**src/sv/trfc_pkg.sv**
```systemverilog
package trfc_pkg;

    localparam int unsigned HOUR_W     = 5;
    localparam int unsigned MINUTE_W   = 6;
    localparam int unsigned SECOND_W   = 6;
    localparam int unsigned MINUTES_W  = 11;
    localparam int unsigned SHARE_W    = 8;
    localparam int unsigned LEVEL_W    = 8;
    localparam int unsigned CFG_IDX_W  = 3;
    localparam int unsigned CFG_DATA_W = 11;

    localparam int unsigned ELAPSED_W  = 18;
    localparam int unsigned SCALED_W   = 26;
    localparam int unsigned DIVIDEND_W = 25;
    localparam int unsigned DIVISOR_W  = 17;
    localparam int unsigned STEP_W     = 5;
    localparam int unsigned SUM_W      = 10;
    localparam int unsigned PRODUCT_W  = 16;

    localparam logic [STEP_W-1:0] STEPS_SPAN  = STEP_W'(DIVIDEND_W);
    localparam logic [STEP_W-1:0] STEPS_SHARE = STEP_W'(PRODUCT_W);

    localparam logic CMD_START = 1'b0;
    localparam logic CMD_TICK  = 1'b1;

    localparam logic [CFG_IDX_W-1:0] CFG_RISE_MINUTES = 3'd0;
    localparam logic [CFG_IDX_W-1:0] CFG_FALL_MINUTES = 3'd1;
    localparam logic [CFG_IDX_W-1:0] CFG_RED_SHARE    = 3'd2;
    localparam logic [CFG_IDX_W-1:0] CFG_GREEN_SHARE  = 3'd3;
    localparam logic [CFG_IDX_W-1:0] CFG_BLUE_SHARE   = 3'd4;

    localparam logic [LEVEL_W-1:0] LEVEL_MAX = 8'd255;

    typedef struct packed {
        logic                  start;
        logic [DIVIDEND_W-1:0] dividend;
        logic [DIVISOR_W-1:0]  divisor;
        logic [STEP_W-1:0]     steps;
    } t_div_req;

    typedef struct packed {
        logic                  done;
        logic [DIVIDEND_W-1:0] quotient;
        logic [DIVISOR_W-1:0]  remainder;
    } t_div_rsp;

endpackage

```
**src/sv/trfc_div.sv**
```systemverilog
module trfc_div (
    input  logic               i_clk,
    input  logic               i_rst_n,
    input  trfc_pkg::t_div_req i_req,
    output trfc_pkg::t_div_rsp o_rsp
);

    logic                            r_busy;
    logic                            r_done;
    logic [trfc_pkg::DIVIDEND_W-1:0] r_num;
    logic [trfc_pkg::DIVIDEND_W-1:0] r_quo;
    logic [trfc_pkg::DIVISOR_W-1:0]  r_div;
    logic [trfc_pkg::DIVISOR_W-1:0]  r_rem;
    logic [trfc_pkg::STEP_W-1:0]     r_cnt;

    logic [trfc_pkg::DIVISOR_W:0]    w_trial;
    logic [trfc_pkg::DIVISOR_W:0]    w_diff;
    logic                            w_ge;
    logic [trfc_pkg::DIVISOR_W-1:0]  n_rem;

    // Restoring division, one quotient bit per cycle, dividend consumed MSB first.
    assign w_trial = {r_rem, r_num[trfc_pkg::DIVIDEND_W-1]};
    assign w_ge    = (w_trial >= {1'b0, r_div});
    assign w_diff  = w_trial - {1'b0, r_div};
    assign n_rem   = w_ge ? w_diff[trfc_pkg::DIVISOR_W-1:0]
                          : w_trial[trfc_pkg::DIVISOR_W-1:0];

    always_ff @(posedge i_clk) begin
        if (!i_rst_n) begin
            r_busy <= 1'b0;
            r_done <= 1'b0;
        end else begin
            r_done <= 1'b0;
            if (i_req.start) begin
                r_num  <= i_req.dividend;
                r_div  <= i_req.divisor;
                r_rem  <= '0;
                r_quo  <= '0;
                r_cnt  <= i_req.steps;
                r_busy <= 1'b1;
            end else if (r_busy) begin
                r_num <= {r_num[trfc_pkg::DIVIDEND_W-2:0], 1'b0};
                r_rem <= n_rem;
                r_quo <= {r_quo[trfc_pkg::DIVIDEND_W-2:0], w_ge};
                r_cnt <= r_cnt - 1'b1;
                if (r_cnt == trfc_pkg::STEP_W'(1)) begin
                    r_busy <= 1'b0;
                    r_done <= 1'b1;
                end
            end
        end
    end

    assign o_rsp.done      = r_done;
    assign o_rsp.quotient  = r_quo;
    assign o_rsp.remainder = r_rem;

endmodule

```
**src/sv/timed_rgb_fade_controller_core.sv**
```systemverilog
// Timed RGB fade controller.
// The input channel carries items of cmd, hour, minute and second. A start item
// latches the start time and begins a fade-up, or a fade-down once a fade-up
// has finished; it gives no result. A tick item
// carries the current time and, while a fade runs, gives one result item with
// the three channel levels and the two activity flags. A tick with no fade
// running gives no result.
// All quotients go through one shared restoring divider, one bit per cycle.
// A fade-down tick uses at most one 25-step division, a fade-up tick at most
// one 25-step and three 16-step divisions. The block takes no new item while a
// tick is being worked on.
// The output register holds a result until it is taken; the next item is
// accepted meanwhile, and a later result waits in its final state until the
// output register is free.
// Configuration is written through a plain write port with no wait.
// Synchronous active-low reset clears the fade state, the start time, the
// configuration registers and the output valid flag.
module timed_rgb_fade_controller_core (
    input  logic                            i_clk,
    input  logic                            i_rst_n,
    input  logic                            i_cfg_we,
    input  logic [trfc_pkg::CFG_IDX_W-1:0]  i_cfg_idx,
    input  logic [trfc_pkg::CFG_DATA_W-1:0] i_cfg_data,
    input  logic                            i_in_valid,
    output logic                            o_in_ready,
    input  logic                            i_cmd,
    input  logic [trfc_pkg::HOUR_W-1:0]     i_hour,
    input  logic [trfc_pkg::MINUTE_W-1:0]   i_minute,
    input  logic [trfc_pkg::SECOND_W-1:0]   i_second,
    output logic                            o_out_valid,
    input  logic                            i_out_ready,
    output logic [trfc_pkg::LEVEL_W-1:0]    o_red_level,
    output logic [trfc_pkg::LEVEL_W-1:0]    o_green_level,
    output logic [trfc_pkg::LEVEL_W-1:0]    o_blue_level,
    output logic                            o_rising_active,
    output logic                            o_falling_active
);

    typedef enum logic [2:0] {
        S_IDLE,
        S_ELAP,
        S_DIV1,
        S_MIX,
        S_CDIV,
        S_DONE
    } t_state;

    t_state r_state;

    logic [trfc_pkg::MINUTES_W-1:0] r_rise_minutes;
    logic [trfc_pkg::MINUTES_W-1:0] r_fall_minutes;
    logic [trfc_pkg::SHARE_W-1:0]   r_red_share;
    logic [trfc_pkg::SHARE_W-1:0]   r_green_share;
    logic [trfc_pkg::SHARE_W-1:0]   r_blue_share;

    logic [trfc_pkg::HOUR_W-1:0]    r_start_hour;
    logic [trfc_pkg::MINUTE_W-1:0]  r_start_minute;
    logic [trfc_pkg::SECOND_W-1:0]  r_start_second;
    logic                           r_rise_running;
    logic                           r_fall_running;
    logic                           r_rise_done;

    logic [trfc_pkg::HOUR_W-1:0]    r_hour;
    logic [trfc_pkg::MINUTE_W-1:0]  r_minute;
    logic [trfc_pkg::SECOND_W-1:0]  r_second;
    logic                           r_up;
    logic                           r_neg;
    logic                           r_end;
    logic [trfc_pkg::LEVEL_W-1:0]   r_level;
    logic [1:0]                     r_ch;
    logic [trfc_pkg::LEVEL_W-1:0]   r_chan [3];

    logic                           r_out_valid;
    logic [trfc_pkg::LEVEL_W-1:0]   r_out_red;
    logic [trfc_pkg::LEVEL_W-1:0]   r_out_green;
    logic [trfc_pkg::LEVEL_W-1:0]   r_out_blue;
    logic                           r_out_rise;
    logic                           r_out_fall;

    trfc_pkg::t_div_req             r_div_req;
    trfc_pkg::t_div_rsp             w_div_rsp;

    logic signed [trfc_pkg::MINUTE_W:0]    w_dh;
    logic signed [trfc_pkg::MINUTE_W:0]    w_dm;
    logic signed [trfc_pkg::MINUTE_W:0]    w_ds;
    logic signed [trfc_pkg::ELAPSED_W-1:0] w_elapsed;
    logic signed [trfc_pkg::SCALED_W-1:0]  w_e_wide;
    logic signed [trfc_pkg::SCALED_W-1:0]  w_scaled;
    logic [trfc_pkg::SCALED_W-1:0]         w_scaled_abs;
    logic [trfc_pkg::MINUTES_W-1:0]        w_minutes;
    logic [trfc_pkg::DIVISOR_W-1:0]        w_span;
    logic [trfc_pkg::SUM_W-1:0]            w_sum;
    logic [trfc_pkg::SHARE_W-1:0]          w_share;
    logic [trfc_pkg::PRODUCT_W-1:0]        w_product;
    logic [trfc_pkg::DIVIDEND_W:0]         w_ceil;
    logic [trfc_pkg::DIVIDEND_W:0]         w_down_level;
    logic                                  w_out_free;
    logic                                  n_rise_running;
    logic                                  n_fall_running;
    logic                                  n_rise_done;

    trfc_div u_div (
        .i_clk   (i_clk),
        .i_rst_n (i_rst_n),
        .i_req   (r_div_req),
        .o_rsp   (w_div_rsp)
    );

    assign w_dh = $signed({2'b00, r_hour}) - $signed({2'b00, r_start_hour});
    assign w_dm = $signed({1'b0, r_minute}) - $signed({1'b0, r_start_minute});
    assign w_ds = $signed({1'b0, r_second}) - $signed({1'b0, r_start_second});

    assign w_elapsed = trfc_pkg::ELAPSED_W'(w_dh * $signed(18'sd3600))
                     + trfc_pkg::ELAPSED_W'(w_dm * $signed(18'sd60))
                     + trfc_pkg::ELAPSED_W'(w_ds);

    assign w_e_wide     = trfc_pkg::SCALED_W'(w_elapsed);
    assign w_scaled     = (w_e_wide <<< 8) - w_e_wide;
    assign w_scaled_abs = w_scaled[trfc_pkg::SCALED_W-1] ? trfc_pkg::SCALED_W'(-w_scaled)
                                                          : trfc_pkg::SCALED_W'(w_scaled);

    assign w_minutes = r_up ? r_rise_minutes : r_fall_minutes;
    assign w_span    = (trfc_pkg::DIVISOR_W'(w_minutes) << 6)
                     - (trfc_pkg::DIVISOR_W'(w_minutes) << 2);

    assign w_sum = trfc_pkg::SUM_W'(r_red_share) + trfc_pkg::SUM_W'(r_green_share)
                 + trfc_pkg::SUM_W'(r_blue_share);

    always_comb begin
        case (r_ch)
            2'd0:    w_share = r_red_share;
            2'd1:    w_share = r_green_share;
            default: w_share = r_blue_share;
        endcase
    end

    assign w_product    = trfc_pkg::PRODUCT_W'(r_level) * trfc_pkg::PRODUCT_W'(w_share);
    assign w_ceil       = {1'b0, w_div_rsp.quotient}
                        + (trfc_pkg::DIVIDEND_W+1)'(w_div_rsp.remainder != '0);
    assign w_down_level = (trfc_pkg::DIVIDEND_W+1)'(trfc_pkg::LEVEL_MAX) - w_ceil;
    assign w_out_free   = !r_out_valid || i_out_ready;

    always_comb begin
        n_rise_running = r_rise_running;
        n_fall_running = r_fall_running;
        n_rise_done    = r_rise_done;
        if (r_end && r_up) begin
            n_rise_running = 1'b0;
            n_rise_done    = 1'b1;
        end else if (r_end) begin
            n_fall_running = 1'b0;
            n_rise_done    = 1'b0;
        end
    end

    always_ff @(posedge i_clk) begin
        if (!i_rst_n) begin
            r_state         <= S_IDLE;
            r_rise_minutes  <= '0;
            r_fall_minutes  <= '0;
            r_red_share     <= '0;
            r_green_share   <= '0;
            r_blue_share    <= '0;
            r_start_hour    <= '0;
            r_start_minute  <= '0;
            r_start_second  <= '0;
            r_rise_running  <= 1'b0;
            r_fall_running  <= 1'b0;
            r_rise_done     <= 1'b0;
            r_out_valid     <= 1'b0;
            r_div_req.start <= 1'b0;
        end else begin
            r_div_req.start <= 1'b0;
            if (r_out_valid && i_out_ready) begin
                r_out_valid <= 1'b0;
            end

            if (i_cfg_we) begin
                case (i_cfg_idx)
                    trfc_pkg::CFG_RISE_MINUTES: r_rise_minutes <= i_cfg_data;
                    trfc_pkg::CFG_FALL_MINUTES: r_fall_minutes <= i_cfg_data;
                    trfc_pkg::CFG_RED_SHARE:
                        r_red_share <= i_cfg_data[trfc_pkg::SHARE_W-1:0];
                    trfc_pkg::CFG_GREEN_SHARE:
                        r_green_share <= i_cfg_data[trfc_pkg::SHARE_W-1:0];
                    trfc_pkg::CFG_BLUE_SHARE:
                        r_blue_share <= i_cfg_data[trfc_pkg::SHARE_W-1:0];
                    default: ;
                endcase
            end

            case (r_state)
                S_IDLE: begin
                    if (i_in_valid) begin
                        if (i_cmd == trfc_pkg::CMD_START) begin
                            r_start_hour   <= i_hour;
                            r_start_minute <= i_minute;
                            r_start_second <= i_second;
                            if (r_rise_done) begin
                                r_fall_running <= 1'b1;
                            end else begin
                                r_rise_running <= 1'b1;
                            end
                        end else if (r_rise_running || r_fall_running) begin
                            r_hour   <= i_hour;
                            r_minute <= i_minute;
                            r_second <= i_second;
                            r_up     <= r_rise_running;
                            r_state  <= S_ELAP;
                        end
                    end
                end
                S_ELAP: begin
                    r_neg <= w_elapsed[trfc_pkg::ELAPSED_W-1];
                    r_ch  <= 2'd0;
                    if (w_span == '0) begin
                        r_end   <= 1'b1;
                        r_level <= r_up ? trfc_pkg::LEVEL_MAX : '0;
                        r_state <= r_up ? S_MIX : S_DONE;
                    end else if (r_up && w_elapsed[trfc_pkg::ELAPSED_W-1]) begin
                        r_end   <= 1'b1;
                        r_level <= trfc_pkg::LEVEL_MAX;
                        r_state <= S_MIX;
                    end else begin
                        r_end              <= 1'b0;
                        r_div_req.start    <= 1'b1;
                        r_div_req.dividend <= w_scaled_abs[trfc_pkg::DIVIDEND_W-1:0];
                        r_div_req.divisor  <= w_span;
                        r_div_req.steps    <= trfc_pkg::STEPS_SPAN;
                        r_state            <= S_DIV1;
                    end
                end
                S_DIV1: begin
                    if (w_div_rsp.done) begin
                        if (r_up) begin
                            if (w_div_rsp.quotient >= trfc_pkg::DIVIDEND_W'(trfc_pkg::LEVEL_MAX))
                            begin
                                r_end   <= 1'b1;
                                r_level <= trfc_pkg::LEVEL_MAX;
                            end else begin
                                r_level <= w_div_rsp.quotient[trfc_pkg::LEVEL_W-1:0];
                            end
                            r_state <= S_MIX;
                        end else begin
                            if (r_neg) begin
                                if (w_div_rsp.quotient == '0) begin
                                    r_level <= trfc_pkg::LEVEL_MAX;
                                end else begin
                                    r_end   <= 1'b1;
                                    r_level <= '0;
                                end
                            end else if (w_ceil >= (trfc_pkg::DIVIDEND_W+1)'(trfc_pkg::LEVEL_MAX))
                            begin
                                r_end   <= 1'b1;
                                r_level <= '0;
                            end else begin
                                r_level <= w_down_level[trfc_pkg::LEVEL_W-1:0];
                            end
                            r_state <= S_DONE;
                        end
                    end
                end
                S_MIX: begin
                    if (w_sum == '0) begin
                        r_chan[0] <= '0;
                        r_chan[1] <= '0;
                        r_chan[2] <= '0;
                        r_state   <= S_DONE;
                    end else begin
                        r_div_req.start    <= 1'b1;
                        r_div_req.dividend <= {w_product,
                            (trfc_pkg::DIVIDEND_W-trfc_pkg::PRODUCT_W)'(0)};
                        r_div_req.divisor  <= trfc_pkg::DIVISOR_W'(w_sum);
                        r_div_req.steps    <= trfc_pkg::STEPS_SHARE;
                        r_state            <= S_CDIV;
                    end
                end
                S_CDIV: begin
                    if (w_div_rsp.done) begin
                        r_chan[r_ch] <= w_div_rsp.quotient[trfc_pkg::LEVEL_W-1:0];
                        if (r_ch == 2'd2) begin
                            r_state <= S_DONE;
                        end else begin
                            r_ch    <= r_ch + 2'd1;
                            r_state <= S_MIX;
                        end
                    end
                end
                S_DONE: begin
                    if (w_out_free) begin
                        r_out_valid    <= 1'b1;
                        r_out_red      <= r_up ? r_chan[0] : r_level;
                        r_out_green    <= r_up ? r_chan[1] : r_level;
                        r_out_blue     <= r_up ? r_chan[2] : r_level;
                        r_out_rise     <= n_rise_running;
                        r_out_fall     <= n_fall_running;
                        r_rise_running <= n_rise_running;
                        r_fall_running <= n_fall_running;
                        r_rise_done    <= n_rise_done;
                        r_state        <= S_IDLE;
                    end
                end
                default: r_state <= S_IDLE;
            endcase
        end
    end

    assign o_in_ready       = (r_state == S_IDLE);
    assign o_out_valid      = r_out_valid;
    assign o_red_level      = r_out_red;
    assign o_green_level    = r_out_green;
    assign o_blue_level     = r_out_blue;
    assign o_rising_active  = r_out_rise;
    assign o_falling_active = r_out_fall;

endmodule

```
**config.mk**
```make
export PLATFORM = sky130hd
export DESIGN_NAME = timed_rgb_fade_controller_core
export DESIGN_NICKNAME = d
export VERILOG_FILES = /design/src/sv/trfc_pkg.sv /design/src/sv/trfc_div.sv /design/src/sv/timed_rgb_fade_controller_core.sv
export SDC_FILE = /design/constraint.sdc
export NUM_CORES = 1
export LEC_CHECK = 0
export ABC_AREA = 1
export BUFFER_PORTS_ARGS = -buffer_cell sky130_fd_sc_hd__buf_2
export CAP_MARGIN = 20
export CORE_MARGIN = 2
export CORE_UTILIZATION = 40
export DETAILED_ROUTE_END_ITERATION = 8
export SLEW_MARGIN = 10
export SYNTH_ARGS = -nofsm -noshare
export SYNTH_HDL_FRONTEND = slang
export SYNTH_SLANG_ARGS = --single-unit
```
**constraint.sdc**
```tcl
create_clock -name i_clk -period 8.75 [get_ports i_clk]
set_clock_uncertainty 0.05 [all_clocks]
set_input_delay 0.4375 -clock i_clk [delete_from_list [all_inputs] [get_ports i_clk]]
set_output_delay 0.4375 -clock i_clk [all_outputs]
set_load 0.01 [all_outputs]
```
# Word-level counts from Yosys, hierarchy flattened
# Memories as Yosys holds them, arrays and structs flattened.
# Cells that the tools add are included.
# word_totals
ff_bits	265
mem_bits_rw	24
inputBits	37
mem_count	1
# classes
add_sub_neg	15
mux	84
n_eq_ne	29
reduce_logical	40
multipliers	3
magnitude_cmp	3
bitwise	3
# mem_list
memory	depth	width	rd	rd_ports_with_merged_regs	write_ports	line	text
r_chan	3	8	3	0	3	timed_rgb_fade_controller_core.sv:71	logic [trfc_pkg::LEVEL_W-1:0] r_chan [3];
# ops
cell	count
$mux 48	3
$mux 8	13
$mux 25	4
$pmux 48 s2	1
$mux 1	39
$mux 17	2
$pmux 8 s2	2
$mux 3	9
$add 25x1->26	1
$ge 26x8->1 const B	1
$sub 26x18->26	1
$ge 25x8->1 const B	1
$logic_not 25->1	1
$neg 25->25	1
$reduce_and 5->1	4
$add 18x14->18	1
$add 18x7->18	1
$ge 18x17->1	1
$pmux 3 s6	1
$logic_not 17->1	1
$reduce_bool 17->1	1
$sub 17x13->17	1
$sub 17x17->17	1
$mul 8x8->16	1
other kinds (38)	85

# Depth between registers and ports, before layout
# Gate-level depths: netlist of the first run.
# depth
depth_word	10
mapped_depth	56
ltp_nobuf	56

# Modules after synthesis
# Synthesis of the first run repeated with hierarchy kept, for this count alone.
# hier_totals
hier_cells	2715
area_unflattened_um2	21516.9
# by_module_without_submodules
mod	n_inst	cells_per_inst	area_per_inst_um2
timed_rgb_fade_controller_core	1	2130	16510.8
trfc_div	1	585	5006.1

# Worst setup path before layout of the first run
# Ideal clock, no wire load.
# synth_timing
kind	reg-to-reg
from	register r_hour[0] (netlist name)
to	register r_div_req[10] (netlist name), enable pin
arrival_time_ns	8.566
required_time_ns	8.240
setup_slack_ns	-0.326
setup_time_ns	0.460
path_stages_with_launch	36
cell_sequence	edfxtp_1 inv_1 ha_1 inv_1 fa_1 a21oi_1 o21bai_1 xnor2_1 inv_1 fa_1 fa_1 inv_1 fa_1 ha_1 ha_1 nand3_1 nand2_1 a21oi_1 o21bai_1 xnor2_1 fa_1 inv_1 ha_1 inv_1 nor3_1 nand4_1 nor2_1 nor2_4 nand3_1 nand2_1 nand2_1 nand2_1 inv_2 nand2_2 buf_2 a21oi_1
# synth_between
elab_chain_len	7
# synth_rtl
item	line	text
start: declaration	timed_rgb_fade_controller_core.sv:63	logic [trfc_pkg::HOUR_W-1:0] r_hour;
start signal: assignment	timed_rgb_fade_controller_core.sv:205	r_hour <= i_hour;
$sub 5x5->6	timed_rgb_fade_controller_core.sv:109	assign w_dh = $signed({2'b00, r_hour}) - $signed({2'b00, r_start_hour});
$mul 6x9->14	timed_rgb_fade_controller_core.sv:113	assign w_elapsed = trfc_pkg::ELAPSED_W'(w_dh * $signed(18'sd3600))
$add 18x14->18	timed_rgb_fade_controller_core.sv:114	+ trfc_pkg::ELAPSED_W'(w_dm * $signed(18'sd60))
$add 18x7->18	timed_rgb_fade_controller_core.sv:115	+ trfc_pkg::ELAPSED_W'(w_ds);
via w_elapsed (one bit)	timed_rgb_fade_controller_core.sv:86	logic signed [trfc_pkg::ELAPSED_W-1:0] w_elapsed;
$logic_and 1x1->1	timed_rgb_fade_controller_core.sv:220	end else if (r_up && w_elapsed[trfc_pkg::ELAPSED_W-1]) begin
$ne 2x2->1 (no line)	n/a	
$reduce_and 5->1 (no line)	n/a	
end: declaration	timed_rgb_fade_controller_core.sv:80	trfc_pkg::t_div_req r_div_req;
# The timed path passes the listed nets, and every way through them passes these cells.
# A chain may end at the register's enable or synchronous reset.

# Worst setup path after layout of the first run
# layout_timing
from	register r_minute[0] (netlist name)
to	register r_div_req[46] (netlist name), data pin
# layout_between
elab_chain_len	10
# layout_rtl
item	line	text
start: declaration	timed_rgb_fade_controller_core.sv:64	logic [trfc_pkg::MINUTE_W-1:0] r_minute;
start signal: assignment	timed_rgb_fade_controller_core.sv:206	r_minute <= i_minute;
$sub 6x6->7 (*)	timed_rgb_fade_controller_core.sv:110	assign w_dm = $signed({1'b0, r_minute}) - $signed({1'b0, r_start_minute});
$mul 7x5->12 (*)	timed_rgb_fade_controller_core.sv:114	
$add 18x14->18 (*)	timed_rgb_fade_controller_core.sv:114	
$add 18x7->18 (*)	timed_rgb_fade_controller_core.sv:115	
$sub 26x18->26 (*)	timed_rgb_fade_controller_core.sv:118	assign w_scaled = (w_e_wide <<< 8) - w_e_wide;
$neg 25->25	timed_rgb_fade_controller_core.sv:119	assign w_scaled_abs = w_scaled[trfc_pkg::SCALED_W-1] ? trfc_pkg::SCALED_W'(-w_scaled)
$mux 25 (*)	timed_rgb_fade_controller_core.sv:119	
$mux 48 (*)	timed_rgb_fade_controller_core.sv:220	
$mux 48 (*)	timed_rgb_fade_controller_core.sv:216	if (w_span == '0) begin
$pmux 48 s2 (*)	timed_rgb_fade_controller_core.sv:192	case (r_state)
# Every way passes the cells marked *; elsewhere a longest branch is shown, timed or not. The select of a mux whose other input is x is not followed.

==> impl_metrics.csv, run 1 <==
group,metric,value,unit
finish,area_growth,12.2,%
route,via_count,16358,
worst_setup_path,r2r_start,"r_minute[0]$_DFFE_PP_",
grt,antenna_found_initial,1,
worst_setup_path,cp_max_fo,5,
worst_setup_path,cpPeakStageDelay,0.51,ns
timing,slew_headroom,36.9,%
die,die-area,53000,sq um
worst_setup_path,startpoint,"r_minute[0]$_DFFE_PP_",
worst_setup_path,cp_data_arrival_time,8.54,ns
grt,grt_max_degree,72,
flow_run,drv_cap,0,
worst_setup_path,worst-r2r-cell-count,49,
grt,grt_pass1_vias,16000,
synth,synth_top_flop_cell,"edfxtp_1",
worst_setup_path,criticalPathCategory,"reg2reg",
grt,grt_use_met3,2.53,%
timing,worst_pin_slew,0.947,ns
grt,gr-usage-all-layers,18.6,%
placed_design,port_buffers,64,
finish,stdcell_area,23000,sq um
worst_setup_path,path_depth,49,
synth,synth_seq_area_share,38.4,%
timing,fmax,120,MHz
clocking,cts_sinks,286,
worst_setup_path,r2r-end,"r_div_req[46]$_DFFE_PP_",
clocking,cts-hold-fix-buffers,0,
placed_design,dpl_cell_area,21600,sq um
worst_setup_path,cpMaxStageDelayCell,"fa_1",
grt,grt_pass1_wl,80.5,mm
grt,overflow,0,
route,vias_per_cell,5.05,
synth,synth_common_cells,"nand2_1, inv_1, nor2_1",
route,avgRoutedWirePerCell,15.3,um
worst_setup_path,crit_required,8.96,ns
die,coreArea,50400,sq um
grt,met2_usage,30.1,%
clocking,clock_latency,0.53,ns
die,io_pins,65,
clocking,clkSlewWorstSetupHoldPaths,0.06,ns
synth,ys_seq_elements,286,
worst_setup_path,start_kind,"register",
timing,drv_slew,0,
clocking,cts_made_buffers,34,
worst_hold_path,hold_class,"in2reg",
finish,drive_above_1_share,9.46,%
route,drc,0,
timing,setup_violations,0,
synth,async_reset_ff_share,0,%
clocking,cts-root-buf,"clkbuf_16",
worst_setup_path,endpoint,"r_div_req[46]$_DFFE_PP_",
placed_design,gp_congestion,0.912,
timing,fin_crit_sh,95.3,%
clocking,cts_tree,"built",
synth,synth_top_cell_by_area,"edfxtp_1",
run_status,status,"finished clean",
die,start_util,40.7,%
worst_setup_path,path_buf_inv,10,
timing,period_minus_slack,8.34,ns
synth,avgSynthCellArea,8.29,sq um
finish,diodes,0,
synth,synth_most_common_cell,"nand2_1",
synth,synth_nets,2748,
die,die-width,230,um
die,die_y,230,um
worst_setup_path,r2r_setup_slack,0.41,ns
die,rows,82,
grt,grt-busiest-layer,"met2",
synth,synth_cell_types,61,
worst_setup_path,crit_family,"adder cells",
finish,final_nets,2823,
synth,synth_top_area_share,31.2,%
synth,syn_inst,2470,
synth,yosys-top-cells-area,"edfxtp_1, ha_1, nand2_1, fa_1, inv_1",
route,drt_iter0_drc,906,
synth,synth_edf_count,213,
synth,netlist_area,20500,sq um
grt,grt_util_met1,26.0,%
route,ant_nets,0,
clocking,cts_max_path_buffers,3,
placed_design,dp_hpwl,38.2,mm
timing,hold_viol_final,0,
worst_setup_path,cp-end-kind,"register",
synth,synth_warnings,0,
route,dr.pass1.iters,5,
route,drt_wl_total,49.5,mm
clocking,htreeDepth,2,
cell usage in the layout (no fill, tap or decap), types with 7 or more instances in the layout:
| master | count |
|---|---|
| fa_1 | 75 |
| a21o_1 | 8 |
| edfxtp_1 | 213 |
| nand2_1 | 475 |
| nand3_1 | 92 |
| or2_2 | 10 |
| nor4_1 | 13 |
| a31oi_1 | 8 |
| o21ai_1 | 22 |
| nor2_1 | 254 |
| o21bai_1 | 14 |
| inv_2 | 13 |
| ha_1 | 152 |
| xor2_1 | 69 |
| inv_1 | 404 |
| clkbuf_16 | 35 |
| o22ai_1 | 18 |
| nand4_1 | 31 |
| o21ai_0 | 137 |
| xnor2_1 | 27 |
| buf_4 | 22 |
| a21oi_1 | 161 |
| nand3_2 | 7 |
| dfxtp_1 | 72 |
| nor3_1 | 33 |
| xor2_2 | 8 |
| nand2_2 | 16 |
| a21oi_2 | 9 |
| buf_2 | 64 |
final cells by class:
| cell class | instances | area, sq um |
|---|---|---|
| tap | 672 | 841 |
| inverter | 418 | 1570 |
| sequential | 286 | 7860 |
| timing repair buffer | 87 | 497 |
| clock inverter | 18 | 155 |
| multi-input combinational | 1718 | 11100 |
| fill | 4928 | 27400 |
| clock buffer | 43 | 926 |
sequential cells by signal (all words and copies together), names as in the netlist, 5 cells and up:
signal and flops:
r_hour 5, r_start_minute 6, o_green_level 8, u_div.r_rem 17
r_level 8, u_div.r_cnt 5, r_minute 6, r_fall_minutes 11
r_second 6, r_rise_minutes 11, u_div.r_quo 25, r_div_req 45
u_div.r_num 25, r_start_second 6, r_blue_share 8, r_chan 24
o_blue_level 8, r_red_share 8, r_green_share 8, o_red_level 8
r_start_hour 5, u_div.r_div 17
worst register-to-register path: cells and delay by family, from the launching register on:
family | cells | cell delay (ns)
AO/OA/AOI/OAI | 9 | 1.53
XOR/XNOR | 2 | 0.36
buffers and inverters | 10 | 0.87
adder cells (fa/ha/maj) | 9 | 3.04
AND/OR/NAND/NOR | 19 | 1.86
flip-flops | 1 | 0.36
routing by layer:
| metal | vias to the layer above | part of all wire, % |
|---|---|---|
| li1 | 8255 | - |
| met1 | 7675 | 47 |
| met2 | 357 | 46 |
| met3 | 69 | 4.9 |
| met4 | 2 | 2.7 |
| met5 | - | 0.026 |
through the flow:
step	TNS (ns)	setup slack, ns	std cells	hold WS [ns]	utilization (%)
floorplan	0	0.570	2470	0.350	-
global placement	0	0.0215	3172	0.356	42.8
detailed placement	-0.0531	-0.0465	3173	0.355	42.9
CTS	0	0.00872	3234	0.0320	45.0
global route	-0.301	-0.111	3242	0.0371	45.6
finish	0	0.414	3242	0.0545	45.6
cells by family after synthesis:
logic type | Yosys count | share of synthesized area, %
simple gates | 957 | 19.7
buf+inv | 466 | 8.64
compound gates | 410 | 10.9
flops | 286 | 38.4
fa+ha+maj | 241 | 17.5
xor+xnor | 107 | 4.68
mux | 3 | 0.147
worst min path at each step:
stage,to,startpoint,slack (ns),cells past startpoint
after floorplan,u_div.r_div[0]$_DFFE_PP_,r_div_req[5]$_DFFE_PP_,0.35,0
after global placement,u_div.r_div[13]$_DFFE_PP_,r_div_req[18]$_DFFE_PP_,0.36,0
after detailed placement,u_div.r_div[13]$_DFFE_PP_,r_div_req[18]$_DFFE_PP_,0.36,0
after CTS,r_minute[5]$_DFFE_PP_,i_minute[5],0.03,1
after global routing,r_minute[3]$_DFFE_PP_,i_minute[3],0.04,1
final,r_minute[5]$_DFFE_PP_,i_minute[5],0.05,1
timing repair:
action / CTS / global route
pin swaps: 0 / 14
hold endpoints to repair: 0 / 0
resized for setup: 1 / 52
setup endpoints to repair: 4 / 18
buffers inserted: 0 / 8
Power of run 1 is left out: the tool's default activity adds up to more than one toggle a clock period on the data nets, which glitch-free logic cannot reach.
==> run 2, diff against run 1 <==
--- a/config.mk
+++ b/config.mk
@@ -8,5 +8,5 @@
 export ABC_AREA = 1
 export BUFFER_PORTS_ARGS = -buffer_cell sky130_fd_sc_hd__buf_2
-export CAP_MARGIN = 20
+export CAP_MARGIN = 0
 export CORE_MARGIN = 2
 export CORE_UTILIZATION = 40
@@ -15,3 +15,4 @@
 export SYNTH_ARGS = -nofsm -noshare
 export SYNTH_HDL_FRONTEND = slang
+export SYNTH_HIERARCHICAL = 1
 export SYNTH_SLANG_ARGS = --single-unit
==> constraint.sdc (replaced) <==
create_clock -name i_clk -period 8.75 [get_ports i_clk]
set_clock_uncertainty 0.05 [all_clocks]
set_input_delay 0.875 -clock i_clk [delete_from_list [all_inputs] [get_ports i_clk]]
set_output_delay 0.875 -clock i_clk [all_outputs]
set_load 0.01 [all_outputs]
==> run 2 against run 1 <==
  * Synthesized area rose by 5.0%
  * Die area increased by 4.9%
  * Synthesized cell count rose by 9.9%
  * Critical path depth decreased by 8
  * First-iteration DRC count grew 19%
  * Sequential share of layout area down 1.4 points
  * Flip-flop and latch count unchanged
  * Global-route usage is 0.18 points lower
  * Largest cell class unchanged
  * Highest routed layer is now met4
==> impl_metrics.csv, run 2 <==
group,metric,value,unit
die,die-area,55700,sq um
finish,max_flop_register,"r_div_req",
finish,largestRegisters,"r_div_req x45, u_div/r_num x25, u_div/r_quo x25",
synth,synth_most_common_cell,"nand2_1",
grt,grt_max_degree,73,
run_status,status,"finished clean",
finish,largest_reg_flops,45,
timing,slew_headroom,35.6,%
synth,synth_top_flop_cell,"edfxtp_1",
route,ant_nets,0,
die,rows,85,
worst_setup_path,crit_required,9.00,ns
timing,drv_slew,0,
worst_setup_path,cpMaxStageDelayCell,"fa_1",
timing,worst_pin_slew,0.942,ns
synth,synth_cell_types,61,
grt,antenna_found_initial,0,
grt,gr-usage-all-layers,18.4,%
grt,grt_pass1_vias,17078,
worst_setup_path,cpPeakStageDelay,0.54,ns
die,die-width,236,um
finish,post-route-util,44.8,%
worst_setup_path,cp-end-kind,"register",
route,via_count,17571,
finish,diodes,0,
timing,period_minus_slack,8.23,ns
timing,fmax,122,MHz
synth,yosys-top-cells-area,"edfxtp_1, nand2_1, ha_1, inv_1, fa_1",
timing,setup_violations,0,
clocking,clock_latency,0.58,ns
route,avgRoutedWirePerCell,14.7,um
clocking,cts_sinks,286,
placed_design,dp_hpwl,40.8,mm
worst_setup_path,start_kind,"register",
finish,mostFrequentLayoutCells,"nand2_1, inv_1, nor2_1",
route,drc,0,
clocking,cts_max_path_buffers,3,
clocking,htreeDepth,1,
grt,grt_pass1_wl,85.0,mm
synth,synth_common_cells,"nand2_1, inv_1, nor2_1",
worst_setup_path,path_buf_inv,9,
finish,area_growth,11.3,%
finish,final_common_cell,"nand2_1",
flow_run,drv_cap,0,
clocking,clkSlewWorstSetupHoldPaths,0.06,ns
worst_setup_path,cp_data_arrival_time,8.48,ns
synth,synth_top_cell_by_area,"edfxtp_1",
timing,hold_viol_final,0,
grt,overflow,0,
worst_setup_path,crit_family,"adder cells",
synth,synth_top_area_share,29.7,%
timing,fin_crit_sh,94.0,%
synth,async_reset_ff_share,0,%
worst_hold_path,hold_class,"reg2reg",
placed_design,port_buffers,64,
die,start_util,40.2,%
die,io_pins,65,
synth,netlist_area,21500,sq um
worst_setup_path,cpMostUsedCell,"inv_1",
die,die_y,236,um
worst_setup_path,criticalPathCategory,"reg2reg",
route,drt_iter0_drc,1081,
synth,syn_inst,2715,
clocking,cts_made_buffers,31,
route,vias_per_cell,5.00,
synth,synth_warnings,6,
synth,synth_edf_count,213,
route,drt_wl_total,51.7,mm
synth,synth_seq_area_share,36.5,%
finish,final_nets,3068,
route,dr.pass1.iters,5,
worst_setup_path,cp_max_fo,12,
clocking,cts_tree,"built",
synth,avgSynthCellArea,7.93,sq um
synth,ys_seq_elements,286,
clocking,cts-root-buf,"clkbuf_16",
finish,drive_above_1_share,9.27,%
placed_design,gp_congestion,0.908,
die,coreArea,53500,sq um
run 2: cell count changes after synthesis, moves of 13 or more:
cell,change
a21oi_1,-30
inv_1,+59
nand2_1,+141
nand2_2,+13
nand3_1,+26
nor2_1,+35
o21ai_0,-19
run 2: per-stage QoR:
step	worst slack [ns]	cell area (sq um)	TNS [ns]	std cells	hold slack, ns
3_5_place_dp	0.350	22600	0	3443	0.355
6_report	0.521	24000	0	3511	0.359
2_1_floorplan	0.462	21500	0	2716	0.350
4_1_cts	0.326	23700	0	3501	0.367
5_1_grt	-0.0333	24000	-0.0777	3511	0.369
3_3_place_gp	0.466	22600	0	3443	0.352
run 2: worst paths after layout:
check | slack, ns | endpoint | startpoint | cells past startpoint
worst min-delay path | 0.36 | u_div/r_div[4]$_DFFE_PP_ | r_div_req[9]$_DFFE_PP_ | 0
worst max-delay path | 0.52 | r_div_req[38]$_DFFE_PP_ | r_hour[0]$_DFFE_PP_ | 41
worst max register to register | 0.52 | r_div_req[38]$_DFFE_PP_ | r_hour[0]$_DFFE_PP_ | 41
worst min register to register | 0.36 | u_div/r_div[4]$_DFFE_PP_ | r_div_req[9]$_DFFE_PP_ | 0
run 2: routing by layer:
| metal | track usage (%) | routed length, um | part of all wire [%] |
|---|---|---|---|
| met5 | 0 | 0 | 0 |
| met4 | 6.37 | 1520 | 2.9 |
| met3 | 1.77 | 2180 | 4.2 |
| met2 | 29.6 | 23200 | 45 |
| met1 | 26.0 | 24800 | 48 |
run 2: final cells by class:
type                       count  area, sq um
fill                        5261        29500
timing repair buffer          89          520
inverter                     487         1830
multi-input combinational   1895        11800
tap                          696          871
clock buffer                  34          787
sequential                   286         7860
clock inverter                24          338
run 2: timing repair:
action / 4_1_cts / 5_1_grt
endpoints found under the setup margin: 0 / 23
setup buffers: 0 / 10
resized for setup: 0 / 28
hold buffers: 0 / 0
run 2: logic make-up (layout without fill, tap and decap cells):
logic type      count (synthesis)  in the layout  synth area share [%]
simple gates                 1207           1207                  24.2
fa+ha+maj                     241            241                  16.7
flops                         286            286                  36.5
buf+inv                       535            634                  9.59
xor+xnor                       95             95                  4.01
mux                             4              4                 0.186
compound gates                346            346                  8.74
other cells                     1              2                0.0174
Power of run 2 is left out for the same reason.
